File: src/rtl/core/gsdc_pkg.sv
// Shared types, constants and state encodings for the gas sensor compensator.
package gsdc_pkg;

  localparam int WIN_LOG2   = 3;
  localparam int WINDOW_LEN = 1 << WIN_LOG2;
  localparam int WIN_CENTER = WINDOW_LEN / 2;

  localparam int SAMPLE_W = 16;
  localparam int TIME_W   = 48;
  localparam int SUM_W    = SAMPLE_W + WIN_LOG2;

  localparam int SLOPE_W  = 24;
  localparam int OFFS_W   = 32;
  localparam int DEC_W    = 8;
  localparam int DATA_W   = 32;
  localparam int IDX_W    = 3;

  localparam int TAU_W    = 41;
  localparam int TC_W     = 40;
  localparam int EST_W    = 18;
  localparam int ESTX_W   = 21;

  localparam int MUL_STEPS = SAMPLE_W;
  localparam int QUO_W     = 19;
  localparam int NUM_W     = SAMPLE_W + TAU_W + 1;
  localparam int MCAND_W   = NUM_W - 1;
  localparam int DEN_W     = TIME_W + 8;
  localparam int REM_W     = DEN_W + 1;
  localparam int CNT_W     = 5;

  localparam logic [IDX_W-1:0] REG_RISE_SLOPE   = 3'd0;
  localparam logic [IDX_W-1:0] REG_RISE_OFFSET  = 3'd1;
  localparam logic [IDX_W-1:0] REG_DECAY_SLOPE  = 3'd2;
  localparam logic [IDX_W-1:0] REG_DECAY_OFFSET = 3'd3;
  localparam logic [IDX_W-1:0] REG_DECIMATION   = 3'd4;

  localparam logic signed [EST_W-1:0] EST_MAX = 18'sh1FFFF;
  localparam logic signed [EST_W-1:0] EST_MIN = 18'sh20000;

  typedef struct packed {
    logic [SAMPLE_W-1:0] value;
    logic [TIME_W-1:0]   stamp;
  } win_entry_t;

  typedef struct packed {
    logic fill;
    logic shift;
  } win_ctrl_t;

  typedef struct packed {
    logic                start;
    logic [SAMPLE_W-1:0] mag;
    logic [TAU_W-1:0]    tau_q8;
    logic [TIME_W-1:0]   dt;
  } corr_req_t;

  typedef struct packed {
    logic             done;
    logic             ovf;
    logic [QUO_W-1:0] quo;
  } corr_rsp_t;

  typedef enum logic [2:0] {
    S_IDLE,
    S_LOAD,
    S_TAU,
    S_CORR,
    S_FINISH
  } ctrl_state_t;

  typedef enum logic [2:0] {
    C_IDLE,
    C_MUL,
    C_ADD,
    C_PRE,
    C_DIV,
    C_DONE
  } corr_state_t;

endpackage

File: src/rtl/core/gas_sensor_dynamics_compensator.sv
// Top level: config registers, decimation, inverse lag model and output register.
// A sample dropped by decimation enters the window but starts no estimate; an estimate
//   with no correction (first run or non-increasing time) passes S_LOAD, S_TAU, S_FINISH.
// Otherwise the serial multiply and divide run in S_CORR between S_TAU and S_FINISH;
//   one sample is in work at a time.
// Synchronous reset clears control and model state; the window refills from
//   the first sample after reset. No clearing pass is needed.
module gas_sensor_dynamics_compensator (
  input  logic                              clk,
  input  logic                              rst,
  input  logic                              cfg_valid,
  output logic                              cfg_ready,
  input  logic [gsdc_pkg::IDX_W-1:0]        cfg_index,
  input  logic [gsdc_pkg::DATA_W-1:0]       cfg_data,
  input  logic                              in_valid,
  output logic                              in_ready,
  input  logic [gsdc_pkg::SAMPLE_W-1:0]     sample,
  input  logic [gsdc_pkg::TIME_W-1:0]       sample_time,
  output logic                              out_valid,
  input  logic                              out_ready,
  output logic signed [gsdc_pkg::EST_W-1:0] estimate,
  output logic [gsdc_pkg::TC_W-1:0]         time_constant,
  output logic [gsdc_pkg::TIME_W-1:0]       estimate_time
);

  logic [gsdc_pkg::SLOPE_W-1:0] rise_slope;
  logic [gsdc_pkg::OFFS_W-1:0]  rise_offset;
  logic [gsdc_pkg::SLOPE_W-1:0] decay_slope;
  logic [gsdc_pkg::OFFS_W-1:0]  decay_offset;
  logic [gsdc_pkg::DEC_W-1:0]   decimation;
  logic [gsdc_pkg::DEC_W-1:0]   dec_count;

  gsdc_pkg::ctrl_state_t state;
  gsdc_pkg::ctrl_state_t state_next;

  logic                           accept;
  logic                           dec_hit;
  logic                           load_out;
  logic [gsdc_pkg::SAMPLE_W-1:0]  win_avg;
  logic [gsdc_pkg::TIME_W-1:0]    win_time;

  logic [gsdc_pkg::SAMPLE_W-1:0]  baseline;
  logic [gsdc_pkg::SAMPLE_W-1:0]  prev_value;
  logic [gsdc_pkg::TIME_W-1:0]    prev_time;
  logic                           started;
  logic [gsdc_pkg::SAMPLE_W-1:0]  base_next;

  logic [gsdc_pkg::SAMPLE_W-1:0]  avg_r;
  logic [gsdc_pkg::TIME_W-1:0]    time_r;
  logic [gsdc_pkg::SAMPLE_W-1:0]  diff_r;
  logic [gsdc_pkg::SAMPLE_W-1:0]  mag_r;
  logic [gsdc_pkg::TIME_W-1:0]    dt_r;
  logic                           falling_r;
  logic                           first_r;
  logic                           skip_r;
  logic [gsdc_pkg::TAU_W-1:0]     tau_r;
  logic [gsdc_pkg::TAU_W-1:0]     tau_next;
  logic [gsdc_pkg::TAU_W:0]       tau_round;

  logic signed [gsdc_pkg::ESTX_W-1:0] est_wide;
  logic signed [gsdc_pkg::EST_W-1:0]  est_sat;

  gsdc_pkg::corr_req_t corr_req;
  gsdc_pkg::corr_rsp_t corr_rsp;

  assign cfg_ready = 1'b1;
  assign accept    = in_valid & in_ready;
  assign dec_hit   = (dec_count == decimation);

  always_ff @(posedge clk) begin
    if (rst) begin
      rise_slope   <= '0;
      rise_offset  <= '0;
      decay_slope  <= '0;
      decay_offset <= '0;
      decimation   <= gsdc_pkg::DEC_W'(1);
    end else if (cfg_valid) begin
      case (cfg_index)
        gsdc_pkg::REG_RISE_SLOPE:   rise_slope   <= cfg_data[gsdc_pkg::SLOPE_W-1:0];
        gsdc_pkg::REG_RISE_OFFSET:  rise_offset  <= cfg_data;
        gsdc_pkg::REG_DECAY_SLOPE:  decay_slope  <= cfg_data[gsdc_pkg::SLOPE_W-1:0];
        gsdc_pkg::REG_DECAY_OFFSET: decay_offset <= cfg_data;
        gsdc_pkg::REG_DECIMATION:   decimation   <= cfg_data[gsdc_pkg::DEC_W-1:0];
        default: begin
        end
      endcase
    end
  end

  gsdc_window u_window (
    .clk         (clk),
    .rst         (rst),
    .push        (accept),
    .sample      (sample),
    .sample_time (sample_time),
    .avg         (win_avg),
    .centre_time (win_time)
  );

  // next state
  always_comb begin
    state_next = state;
    case (state)
      gsdc_pkg::S_IDLE: begin
        if (in_valid && dec_hit) state_next = gsdc_pkg::S_LOAD;
      end
      gsdc_pkg::S_LOAD: state_next = gsdc_pkg::S_TAU;
      gsdc_pkg::S_TAU: begin
        state_next = skip_r ? gsdc_pkg::S_FINISH : gsdc_pkg::S_CORR;
      end
      gsdc_pkg::S_CORR: begin
        if (corr_rsp.done) state_next = gsdc_pkg::S_FINISH;
      end
      gsdc_pkg::S_FINISH: begin
        if (!out_valid || out_ready) state_next = gsdc_pkg::S_IDLE;
      end
      default: state_next = gsdc_pkg::S_IDLE;
    endcase
  end

  // state outputs
  always_comb begin
    in_ready       = (state == gsdc_pkg::S_IDLE);
    corr_req.start = (state == gsdc_pkg::S_TAU) && !skip_r;
    load_out       = (state == gsdc_pkg::S_FINISH) && (!out_valid || out_ready);
  end

  always_ff @(posedge clk) begin
    if (rst) begin
      state <= gsdc_pkg::S_IDLE;
    end else begin
      state <= state_next;
    end
  end

  always_ff @(posedge clk) begin
    if (rst) begin
      dec_count <= gsdc_pkg::DEC_W'(1);
    end else if (accept) begin
      dec_count <= dec_hit ? gsdc_pkg::DEC_W'(1) : dec_count + 1'b1;
    end
  end

  assign base_next = (win_avg < baseline) ? win_avg : baseline;

  always_ff @(posedge clk) begin
    if (rst) begin
      baseline   <= {gsdc_pkg::SAMPLE_W{1'b1}};
      prev_value <= '0;
      prev_time  <= '0;
      started    <= 1'b0;
    end else if (state == gsdc_pkg::S_LOAD) begin
      baseline   <= base_next;
      prev_value <= win_avg;
      prev_time  <= win_time;
      started    <= 1'b1;
    end
  end

  always_ff @(posedge clk) begin
    if (state == gsdc_pkg::S_LOAD) begin
      avg_r     <= win_avg;
      time_r    <= win_time;
      diff_r    <= win_avg - base_next;
      falling_r <= win_avg < prev_value;
      mag_r     <= (win_avg < prev_value) ? prev_value - win_avg : win_avg - prev_value;
      dt_r      <= win_time - prev_time;
      first_r   <= !started;
      skip_r    <= !started || !(win_time > prev_time);
    end
  end

  always_comb begin
    if (first_r) begin
      tau_next = gsdc_pkg::TAU_W'({rise_offset, 8'd0});
    end else if (falling_r) begin
      tau_next = gsdc_pkg::TAU_W'(decay_slope * diff_r) + gsdc_pkg::TAU_W'({decay_offset, 8'd0});
    end else begin
      tau_next = gsdc_pkg::TAU_W'(rise_slope * diff_r) + gsdc_pkg::TAU_W'({rise_offset, 8'd0});
    end
  end

  always_ff @(posedge clk) begin
    if (state == gsdc_pkg::S_TAU) begin
      tau_r <= tau_next;
    end
  end

  assign corr_req.mag    = mag_r;
  assign corr_req.tau_q8 = tau_next;
  assign corr_req.dt     = dt_r;

  gsdc_corr u_corr (
    .clk (clk),
    .rst (rst),
    .req (corr_req),
    .rsp (corr_rsp)
  );

  always_comb begin
    if (skip_r) begin
      est_wide = $signed({5'd0, avg_r});
    end else if (falling_r) begin
      est_wide = $signed({5'd0, avg_r}) - $signed({2'd0, corr_rsp.quo});
    end else begin
      est_wide = $signed({5'd0, avg_r}) + $signed({2'd0, corr_rsp.quo});
    end
  end

  always_comb begin
    if (!skip_r && corr_rsp.ovf) begin
      est_sat = falling_r ? gsdc_pkg::EST_MIN : gsdc_pkg::EST_MAX;
    end else if (est_wide > gsdc_pkg::ESTX_W'(gsdc_pkg::EST_MAX)) begin
      est_sat = gsdc_pkg::EST_MAX;
    end else if (est_wide < gsdc_pkg::ESTX_W'(gsdc_pkg::EST_MIN)) begin
      est_sat = gsdc_pkg::EST_MIN;
    end else begin
      est_sat = est_wide[gsdc_pkg::EST_W-1:0];
    end
  end

  assign tau_round = (gsdc_pkg::TAU_W+1)'(tau_r) + (gsdc_pkg::TAU_W+1)'(128);

  always_ff @(posedge clk) begin
    if (rst) begin
      out_valid <= 1'b0;
    end else if (load_out) begin
      out_valid <= 1'b1;
    end else if (out_ready) begin
      out_valid <= 1'b0;
    end
  end

  always_ff @(posedge clk) begin
    if (load_out) begin
      estimate      <= est_sat;
      time_constant <= gsdc_pkg::TC_W'(tau_round[gsdc_pkg::TAU_W:8]);
      estimate_time <= time_r;
    end
  end

  a_done_in_corr: assert property (@(posedge clk) disable iff (rst)
    corr_rsp.done |-> state == gsdc_pkg::S_CORR)
    else $error("correction unit finished outside the wait state");

  a_load_after_beat: assert property (@(posedge clk) disable iff (rst)
    state == gsdc_pkg::S_LOAD |-> $past(in_valid && in_ready))
    else $error("model load without an input beat");

  a_finish_holds: assert property (@(posedge clk) disable iff (rst)
    (state == gsdc_pkg::S_FINISH && out_valid && !out_ready)
      |=> state == gsdc_pkg::S_FINISH)
    else $error("result left finish while output register was full");

endmodule

File: src/rtl/core/gsdc_cell.sv
// One window cell: holds a sample and its timestamp, takes its neighbor's on a shift.
module gsdc_cell (
  input  logic                clk,
  input  gsdc_pkg::win_ctrl_t ctrl,
  input  gsdc_pkg::win_entry_t fresh,
  input  gsdc_pkg::win_entry_t neighbor,
  output gsdc_pkg::win_entry_t entry
);

  gsdc_pkg::win_entry_t held;

  always_ff @(posedge clk) begin
    if (ctrl.fill) begin
      held <= fresh;
    end else if (ctrl.shift) begin
      held <= neighbor;
    end
  end

  assign entry = held;

endmodule

File: src/rtl/core/gsdc_window.sv
// Sliding window: chain of cells with a running sum, rounded average and centre time.
module gsdc_window (
  input  logic                            clk,
  input  logic                            rst,
  input  logic                            push,
  input  logic [gsdc_pkg::SAMPLE_W-1:0]   sample,
  input  logic [gsdc_pkg::TIME_W-1:0]     sample_time,
  output logic [gsdc_pkg::SAMPLE_W-1:0]   avg,
  output logic [gsdc_pkg::TIME_W-1:0]     centre_time
);

  gsdc_pkg::win_entry_t taps [gsdc_pkg::WINDOW_LEN];
  gsdc_pkg::win_entry_t fresh;
  gsdc_pkg::win_ctrl_t  ctrl;
  logic                 filled;
  logic [gsdc_pkg::SUM_W-1:0] sum;
  logic [gsdc_pkg::SUM_W-1:0] sum_next;
  logic [gsdc_pkg::SUM_W:0]   rounded;
  logic [gsdc_pkg::SUM_W:0]   quot;

  assign fresh.value = sample;
  assign fresh.stamp = sample_time;
  assign ctrl.fill   = push & ~filled;
  assign ctrl.shift  = push & filled;

  for (genvar i = 0; i < gsdc_pkg::WINDOW_LEN; i++) begin : g_cell
    if (i == gsdc_pkg::WINDOW_LEN - 1) begin : g_last
      gsdc_cell u_cell (
        .clk      (clk),
        .ctrl     (ctrl),
        .fresh    (fresh),
        .neighbor (fresh),
        .entry    (taps[i])
      );
    end else begin : g_mid
      gsdc_cell u_cell (
        .clk      (clk),
        .ctrl     (ctrl),
        .fresh    (fresh),
        .neighbor (taps[i+1]),
        .entry    (taps[i])
      );
    end
  end

  // First sample stands for the whole window; afterwards drop the oldest, add the new one.
  always_comb begin
    if (filled) begin
      sum_next = sum - gsdc_pkg::SUM_W'(taps[0].value) + gsdc_pkg::SUM_W'(sample);
    end else begin
      sum_next = gsdc_pkg::SUM_W'(sample) << gsdc_pkg::WIN_LOG2;
    end
  end

  always_ff @(posedge clk) begin
    if (rst) begin
      filled <= 1'b0;
    end else if (push) begin
      filled <= 1'b1;
    end
  end

  always_ff @(posedge clk) begin
    if (push) begin
      sum <= sum_next;
    end
  end

  assign rounded = (gsdc_pkg::SUM_W+1)'(sum)
                 + (gsdc_pkg::SUM_W+1)'(gsdc_pkg::WINDOW_LEN / 2);
  assign quot    = rounded >> gsdc_pkg::WIN_LOG2;

  always_comb begin
    if (quot > (gsdc_pkg::SUM_W+1)'({gsdc_pkg::SAMPLE_W{1'b1}})) begin
      avg = {gsdc_pkg::SAMPLE_W{1'b1}};
    end else begin
      avg = quot[gsdc_pkg::SAMPLE_W-1:0];
    end
  end

  assign centre_time = taps[gsdc_pkg::WIN_CENTER].stamp;

endmodule

File: src/rtl/core/gsdc_corr.sv
// Correction unit: shift-add multiply then restoring divide, one bit per cycle.
module gsdc_corr (
  input  logic                clk,
  input  logic                rst,
  input  gsdc_pkg::corr_req_t req,
  output gsdc_pkg::corr_rsp_t rsp
);

  gsdc_pkg::corr_state_t state;
  gsdc_pkg::corr_state_t state_next;

  logic [gsdc_pkg::MCAND_W-1:0]  mcand;
  logic [gsdc_pkg::SAMPLE_W-1:0] mplier;
  logic [gsdc_pkg::NUM_W-1:0]    acc;
  logic [gsdc_pkg::DEN_W-1:0]    den;
  logic [gsdc_pkg::REM_W-1:0]    rem;
  logic [gsdc_pkg::REM_W-1:0]    trial;
  logic [gsdc_pkg::QUO_W-1:0]    low;
  logic [gsdc_pkg::QUO_W-1:0]    quo;
  logic                          ovf;
  logic [gsdc_pkg::CNT_W-1:0]    cnt;

  assign trial = {rem[gsdc_pkg::REM_W-2:0], low[gsdc_pkg::QUO_W-1]};

  always_comb begin
    state_next = state;
    case (state)
      gsdc_pkg::C_IDLE: begin
        if (req.start) state_next = gsdc_pkg::C_MUL;
      end
      gsdc_pkg::C_MUL: begin
        if (cnt == gsdc_pkg::CNT_W'(gsdc_pkg::MUL_STEPS - 1)) state_next = gsdc_pkg::C_ADD;
      end
      gsdc_pkg::C_ADD: state_next = gsdc_pkg::C_PRE;
      gsdc_pkg::C_PRE: state_next = gsdc_pkg::C_DIV;
      gsdc_pkg::C_DIV: begin
        if (cnt == gsdc_pkg::CNT_W'(gsdc_pkg::QUO_W - 1)) state_next = gsdc_pkg::C_DONE;
      end
      gsdc_pkg::C_DONE: state_next = gsdc_pkg::C_IDLE;
      default: state_next = gsdc_pkg::C_IDLE;
    endcase
  end

  always_comb begin
    rsp.done = (state == gsdc_pkg::C_DONE);
    rsp.ovf  = ovf;
    rsp.quo  = quo;
  end

  always_ff @(posedge clk) begin
    if (rst) begin
      state <= gsdc_pkg::C_IDLE;
    end else begin
      state <= state_next;
    end
  end

  always_ff @(posedge clk) begin
    case (state)
      gsdc_pkg::C_IDLE: begin
        if (req.start) begin
          mcand  <= gsdc_pkg::MCAND_W'(req.tau_q8);
          mplier <= req.mag;
          acc    <= '0;
          den    <= {req.dt, 8'd0};
          cnt    <= '0;
        end
      end
      gsdc_pkg::C_MUL: begin
        if (mplier[0]) acc <= acc + gsdc_pkg::NUM_W'(mcand);
        mcand  <= mcand << 1;
        mplier <= mplier >> 1;
        cnt    <= cnt + 1'b1;
      end
      gsdc_pkg::C_ADD: begin
        // add half the divisor for round-half-up
        acc <= acc + gsdc_pkg::NUM_W'(den >> 1);
      end
      gsdc_pkg::C_PRE: begin
        // quotient needs more than QUO_W bits: result saturates anyway
        ovf <= gsdc_pkg::DEN_W'(acc[gsdc_pkg::NUM_W-1:gsdc_pkg::QUO_W]) >= den;
        rem <= gsdc_pkg::REM_W'(acc[gsdc_pkg::NUM_W-1:gsdc_pkg::QUO_W]);
        low <= acc[gsdc_pkg::QUO_W-1:0];
        quo <= '0;
        cnt <= '0;
      end
      gsdc_pkg::C_DIV: begin
        if (trial >= gsdc_pkg::REM_W'(den)) begin
          rem <= trial - gsdc_pkg::REM_W'(den);
          quo <= {quo[gsdc_pkg::QUO_W-2:0], 1'b1};
        end else begin
          rem <= trial;
          quo <= {quo[gsdc_pkg::QUO_W-2:0], 1'b0};
        end
        low <= low << 1;
        cnt <= cnt + 1'b1;
      end
      default: begin
      end
    endcase
  end

endmodule
File: config.mk
export PLATFORM = sky130hd
export DESIGN_NAME = gas_sensor_dynamics_compensator
export DESIGN_NICKNAME = d
export VERILOG_FILES = /design/src/rtl/core/gsdc_pkg.sv /design/src/rtl/core/gas_sensor_dynamics_compensator.sv /design/src/rtl/core/gsdc_cell.sv /design/src/rtl/core/gsdc_window.sv /design/src/rtl/core/gsdc_corr.sv
export SDC_FILE = /design/constraint.sdc
export NUM_CORES = 2
export LEC_CHECK = 0
export ABC_AREA = 1
export ABC_CLOCK_PERIOD_IN_PS = 15800
export BUFFER_PORTS_ARGS = -buffer_cell sky130_fd_sc_hd__buf_2
export CORE_ASPECT_RATIO = 1.75
export CORE_UTILIZATION = 55
export CTS_BUF_LIST = sky130_fd_sc_hd__clkbuf_4 sky130_fd_sc_hd__clkbuf_8
export CTS_CLUSTER_SIZE = 8
export DETAILED_ROUTE_END_ITERATION = 8
export HOLD_SLACK_MARGIN = 0.03
export PLACE_DENSITY = 0.74
export SLEW_MARGIN = 10
export SYNTH_ARGS = -nofsm -noshare
export SYNTH_HDL_FRONTEND = slang
export SYNTH_SLANG_ARGS = --single-unit
File: constraint.sdc
create_clock -name clk -period 15.8 [get_ports clk]
set_input_delay 1.58 -clock clk [delete_from_list [all_inputs] [get_ports clk]]
set_output_delay 1.58 -clock clk [all_outputs]
set_load 0.02 [all_outputs]
==> report_table.html <==
<table>
<tr><th>Metric</th><th>Value</th></tr>
<tr><th colspan="2">Clocking</th></tr>
<tr><td>CTS tree</td><td>done</td></tr>
<tr><td>CTS Buf Count</td><td>182</td></tr>
<tr><td>PostCTS Resize Cnt</td><td>0</td></tr>
<tr><td>CTS Root Cell</td><td>clkbuf_8</td></tr>
<tr><td>Number of buffers inserted for hold repair after clock tree synthesis</td><td>0</td></tr>
<tr><td>Maximum level of the CTS H-tree</td><td>4</td></tr>
<tr><td>Clock latency on the worst-skew pair</td><td>around 0.95 ns</td></tr>
<tr><td>Clk pin slew, worst setup/hold paths</td><td>0.07 ns</td></tr>
<tr><td>Number of clock sinks</td><td>1116</td></tr>
<tr><td>Post-CTS setup buffer count</td><td>0</td></tr>
<tr><td>Longest Clk Path Bufs</td><td>4</td></tr>
<tr><th colspan="2">Hold path</th></tr>
<tr><td>Worst Hold Endpoint</td><td>estimate_time[11]</td></tr>
<tr><td>Worst hold path startpoint</td><td>time_r[11]</td></tr>
<tr><td>Hold path cells</td><td>0</td></tr>
<tr><td>Hold Crit Class</td><td>flip-flop to flip-flop</td></tr>
<tr><th colspan="2">Cells and area</th></tr>
<tr><td>Highest-count cells in the layout ignoring fill and taps</td><td>2322 x nand2_1, 2132 x inv_1, 899 x edfxtp_1, 882 x o21ai_0, 729 x a21oi_1</td></tr>
<tr><td>Final Non-Filler Cells</td><td>13.2k</td></tr>
<tr><td>Most frequent standard cell in the layout excluding fill and tap cells</td><td>nand2_1</td></tr>
<tr><td>Final layout net count</td><td>between 10k and 15k</td></tr>
<tr><td>Fraction of final layout cells sized beyond drive strength 1</td><td>0.0652</td></tr>
<tr><td>Layout Area Growth over Synthesis</td><td>7.10%</td></tr>
<tr><td>Layout fillers</td><td>14.7k</td></tr>
<tr><th colspan="2">Setup path</th></tr>
<tr><td>CP max FO</td><td>26</td></tr>
<tr><td>Worst path top cell family by delay</td><td>adder cells</td></tr>
<tr><td>Worst-case reg-to-reg path depth</td><td>25</td></tr>
<tr><td>Max stage delay on crit path</td><td>1.30 ns</td></tr>
<tr><td>Critical path class</td><td>flip-flop to flip-flop</td></tr>
<tr><td>Crit path arrival time</td><td>9.14 ns</td></tr>
<tr><td>Launch instance of the worst register-to-register path</td><td>diff_r[9]</td></tr>
<tr><td>Worst R2R End</td><td>u_corr.mcand[40]</td></tr>
<tr><td>Worst-case register-to-register setup slack</td><td>between 7 and 8 ns</td></tr>
<tr><td>Sum of buffers and inverters on the critical path</td><td>5</td></tr>
<tr><td>Worst EP required</td><td>16.62 ns</td></tr>
<tr><td>Critical Path End Type</td><td>flip-flop</td></tr>
<tr><td>CP Launch Type</td><td>flip-flop</td></tr>
<tr><td>Worst path slowest cell</td><td>edfxtp_1</td></tr>
<tr><th colspan="2">STA</th></tr>
<tr><td>Post-route clock skew</td><td>0.104 ns</td></tr>
<tr><td>RSZ-0062 raised after global routing</td><td>no</td></tr>
<tr><td>Relative max-transition margin</td><td>0.0509</td></tr>
<tr><td>Shortest period the worst path allows</td><td>8.31 ns</td></tr>
<tr><td>Hold violation total from the final report</td><td>0</td></tr>
<tr><td># setup viols final</td><td>0</td></tr>
<tr><td>Peak clock frequency supported by timing</td><td>120 MHz</td></tr>
<tr><td>Max Transition Viols Final</td><td>0</td></tr>
<tr><td>Period Utilization, post-route</td><td>0.526</td></tr>
<tr><td>Final sum of negative setup slack</td><td>0 ns</td></tr>
<tr><td>Worst Max-Slew Pin Slew</td><td>roughly 1.4 ns</td></tr>
<tr><th colspan="2">Placement</th></tr>
<tr><td>Count of buffers inserted at the top-level ports</td><td>about 200</td></tr>
<tr><td>Placer Congestion</td><td>1.11</td></tr>
<tr><td>HPWL after detailed placement</td><td>between 200000 and 300000 µm</td></tr>
<tr><td>Cell count after placement</td><td>12.9k</td></tr>
<tr><th colspan="2">Power and ir drop</th></tr>
<tr><td>Leakage power</td><td>46.3 nW</td></tr>
<tr><td>Clock power frac</td><td>0.183</td></tr>
<tr><td>Worst voltage drop across the vdd grid</td><td>0.000221 V</td></tr>
<tr><td>Internal power</td><td>7.65 mW</td></tr>
<tr><td>Combinational fraction of design power</td><td>0.482</td></tr>
<tr><td>Share of power burned in registers</td><td>0.335</td></tr>
<tr><td>Design Power</td><td>14.1 mW</td></tr>
<tr><td>Net switching share of the total power</td><td>0.458</td></tr>
<tr><td>Power density over the cells</td><td>146 nW/µm²</td></tr>
<tr><td>Net switching component of the power</td><td>around 6.5 mW</td></tr>
<tr><th colspan="2">GRT</th></tr>
<tr><td>Wire length of the first global-routing pass</td><td>473000 µm</td></tr>
<tr><td>Antenna violations before repair</td><td>33</td></tr>
<tr><td>Remaining Overflow, GRT</td><td>0</td></tr>
<tr><td>Largest net degree at the start of global routing</td><td>162</td></tr>
<tr><td>Total Routing Usage GR</td><td>0.389</td></tr>
<tr><td>Vias in the first global route</td><td>just under 80k</td></tr>
<tr><th colspan="2">Die</th></tr>
<tr><td>Floorplan core area</td><td>163000 µm²</td></tr>
<tr><td>Number of placement rows</td><td>196</td></tr>
<tr><td>Die width</td><td>308 µm</td></tr>
<tr><td>Die Height</td><td>538 µm</td></tr>
<tr><td>I/O pin total</td><td>approximately 210</td></tr>
<tr><td>Initial core utilization</td><td>0.554</td></tr>
<tr><td>Overall die area</td><td>around 170000 µm²</td></tr>
<tr><th colspan="2">Route</th></tr>
<tr><td>Number of remaining DRC errors</td><td>0</td></tr>
<tr><td>Post-detailed-route via-to-cell ratio</td><td>5.71</td></tr>
<tr><td>Detailed-route wire length</td><td>~320000 µm</td></tr>
<tr><td>Drt first-iter violations</td><td>5829</td></tr>
<tr><td>DR WL/cell</td><td>24.3 µm</td></tr>
<tr><td>Post-DRT Antenna Nets</td><td>0</td></tr>
<tr><td>Drt first pass iters</td><td>6</td></tr>
<tr><td>Via total after detailed routing</td><td>75.7k</td></tr>
<tr><th colspan="2">Synth</th></tr>
<tr><td>Part of the Yosys area used for sequential elements</td><td>0.347</td></tr>
<tr><td>Cell type contributing the most total cell area after synthesis</td><td>edfxtp_1</td></tr>
<tr><td>Mean instance size in the synthesized netlist</td><td>8.32 µm²</td></tr>
<tr><td>Netlist area before placement</td><td>about 90000 µm²</td></tr>
<tr><td>Area share of the largest cell type after synthesis</td><td>0.299</td></tr>
<tr><td>Number of cells produced by synthesis</td><td>~11k</td></tr>
<tr><td>Count of yosys warnings during synthesis</td><td>0</td></tr>
<tr><td>Post-synthesis async set-or-reset flop share</td><td>0</td></tr>
<tr><td>Count of state elements after synthesis</td><td>1116</td></tr>
<tr><td>Count of unique library cells instantiated by Yosys</td><td>73</td></tr>
<tr><td>EDFF count, synth</td><td>899</td></tr>
<tr><td>Top cells by area in the synthesized netlist</td><td>edfxtp_1 30%, fa_1 16%, nand2_1 9.6%</td></tr>
<tr><td>Top flip-flop cell by instance count after synthesis</td><td>edfxtp_1</td></tr>
<tr><th colspan="2">Flow run</th></tr>
<tr><td>Number of max-capacitance violations reported</td><td>0</td></tr>
<tr><th colspan="2">Status</th></tr>
<tr><td>Result of the run</td><td>completed</td></tr>
</table>
==> worst max-delay path by stage <==
stage / from / slack (ns) / depth (start not counted) / to
2_1_floorplan: in_valid / 5.29 / 2 / u_window.g_cell[0].g_mid.u_cell.entry[48]
3_3_place_gp: diff_r[9] / 7.80 / 25 / u_corr.mcand[40]
3_5_place_dp: diff_r[9] / 7.73 / 25 / u_corr.mcand[40]
4_1_cts: diff_r[9] / 7.69 / 25 / u_corr.mcand[40]
5_1_grt: diff_r[9] / 7.38 / 25 / u_corr.mcand[26]
6_report: diff_r[9] / 7.49 / 25 / u_corr.mcand[40]
==> power groups by stage <==
stage / Clock [mW] / Sequential, mW / Combinational (mW)
CTS: 2.64 / 4.71 / 6.73
finish: 2.59 / 4.73 / 6.80
floorplan: 0 / 4.59 / 4.63
global route: 2.73 / 4.76 / 7.50
detailed placement: 0 / 4.77 / 6.69
global placement: 0 / 4.74 / 6.56
==> kinds of logic after synthesis <==
logic type,Yosys count,synth area share
flip-flops,1116,0.347
AO/OA/AOI/OAI,2058,0.123
AND/OR/NAND/NOR,3598,0.163
adder cells (fa/ha/maj),1281,0.236
buffers and inverters,2562,0.108
other,2,0.0000831
multiplexers,2,0.000222
XOR/XNOR,242,0.0235
==> layer usage <==
metal,up-vias,track usage,share of wire
met3,1355,0.0758,0.065
met4,8,0.359,0.11
met1,36231,0.379,0.32
met5,-,0,0.00015
li1,34865,-,-
met2,3235,0.688,0.50
==> layout make-up <==
type,count,area [µm²],share of cell area
Antenna cell,16,40.0,0.000414
Clock buffer,283,3330,0.0344
Clock inverter,34,235,0.00243
Inverter,2158,8110,0.0838
Multi-Input combinational cell,7188,49400,0.511
Sequential cell,1116,31300,0.324
Tap cell,2178,2730,0.0282
Timing Repair Buffer,274,1560,0.0162
==> sequential cells by signal, summed over array words and instances, names as in the netlist, 18 cells and up <==
name and count:
u_corr.low 19, decay_slope 24, u_corr.acc 58, time_r 48
estimate 18, dt_r 48, estimate_time 48, u_window.sum 19
rise_slope 24, tau_r 34, u_window.g_cell.g_mid.u_cell.entry 256, u_corr.rem 56
rise_offset 32, prev_time 48, u_corr.mcand 57, time_constant 34
u_corr.den 48, u_window.g_cell.g_last.u_cell.entry 64, decay_offset 32, u_corr.quo 19
==> synth_stat cells, types with 12 or more instances <==
library cell	instances
o22ai_1	15
clkbuf_1	344
o21ai_0	885
buf_1	24
nor4_1	36
nor2_1	712
inv_2	15
nand2_1	2322
nand3_1	274
o21ai_1	81
xor2_1	143
buf_4	14
o21bai_1	32
and2_1	15
nand2_2	14
or2_2	29
o31ai_1	12
ha_1	580
nand4_1	60
dfxtp_1	217
a21oi_1	729
xnor2_1	99
nor2_2	14
inv_1	2138
a31oi_1	108
o211ai_1	26
nor3_1	55
nand3b_1	15
a21o_1	41
buf_2	17
a21boi_0	19
fa_1	701
o21a_1	41
edfxtp_1	899
a211oi_1	13
==> metrics by stage <==
step                 util  instance area, µm²  setup WS [ns]  hold slack, ns
finish              0.593               96800           7.49           0.404
global route        0.593               96700           7.38           0.412
CTS                 0.593               96700           7.69           0.400
detailed placement  0.571               93100           7.73           0.405
global placement    0.571               93100           7.80           0.401
floorplan               -               90400           5.29           0.400
(Power assumes the default switching activity.)
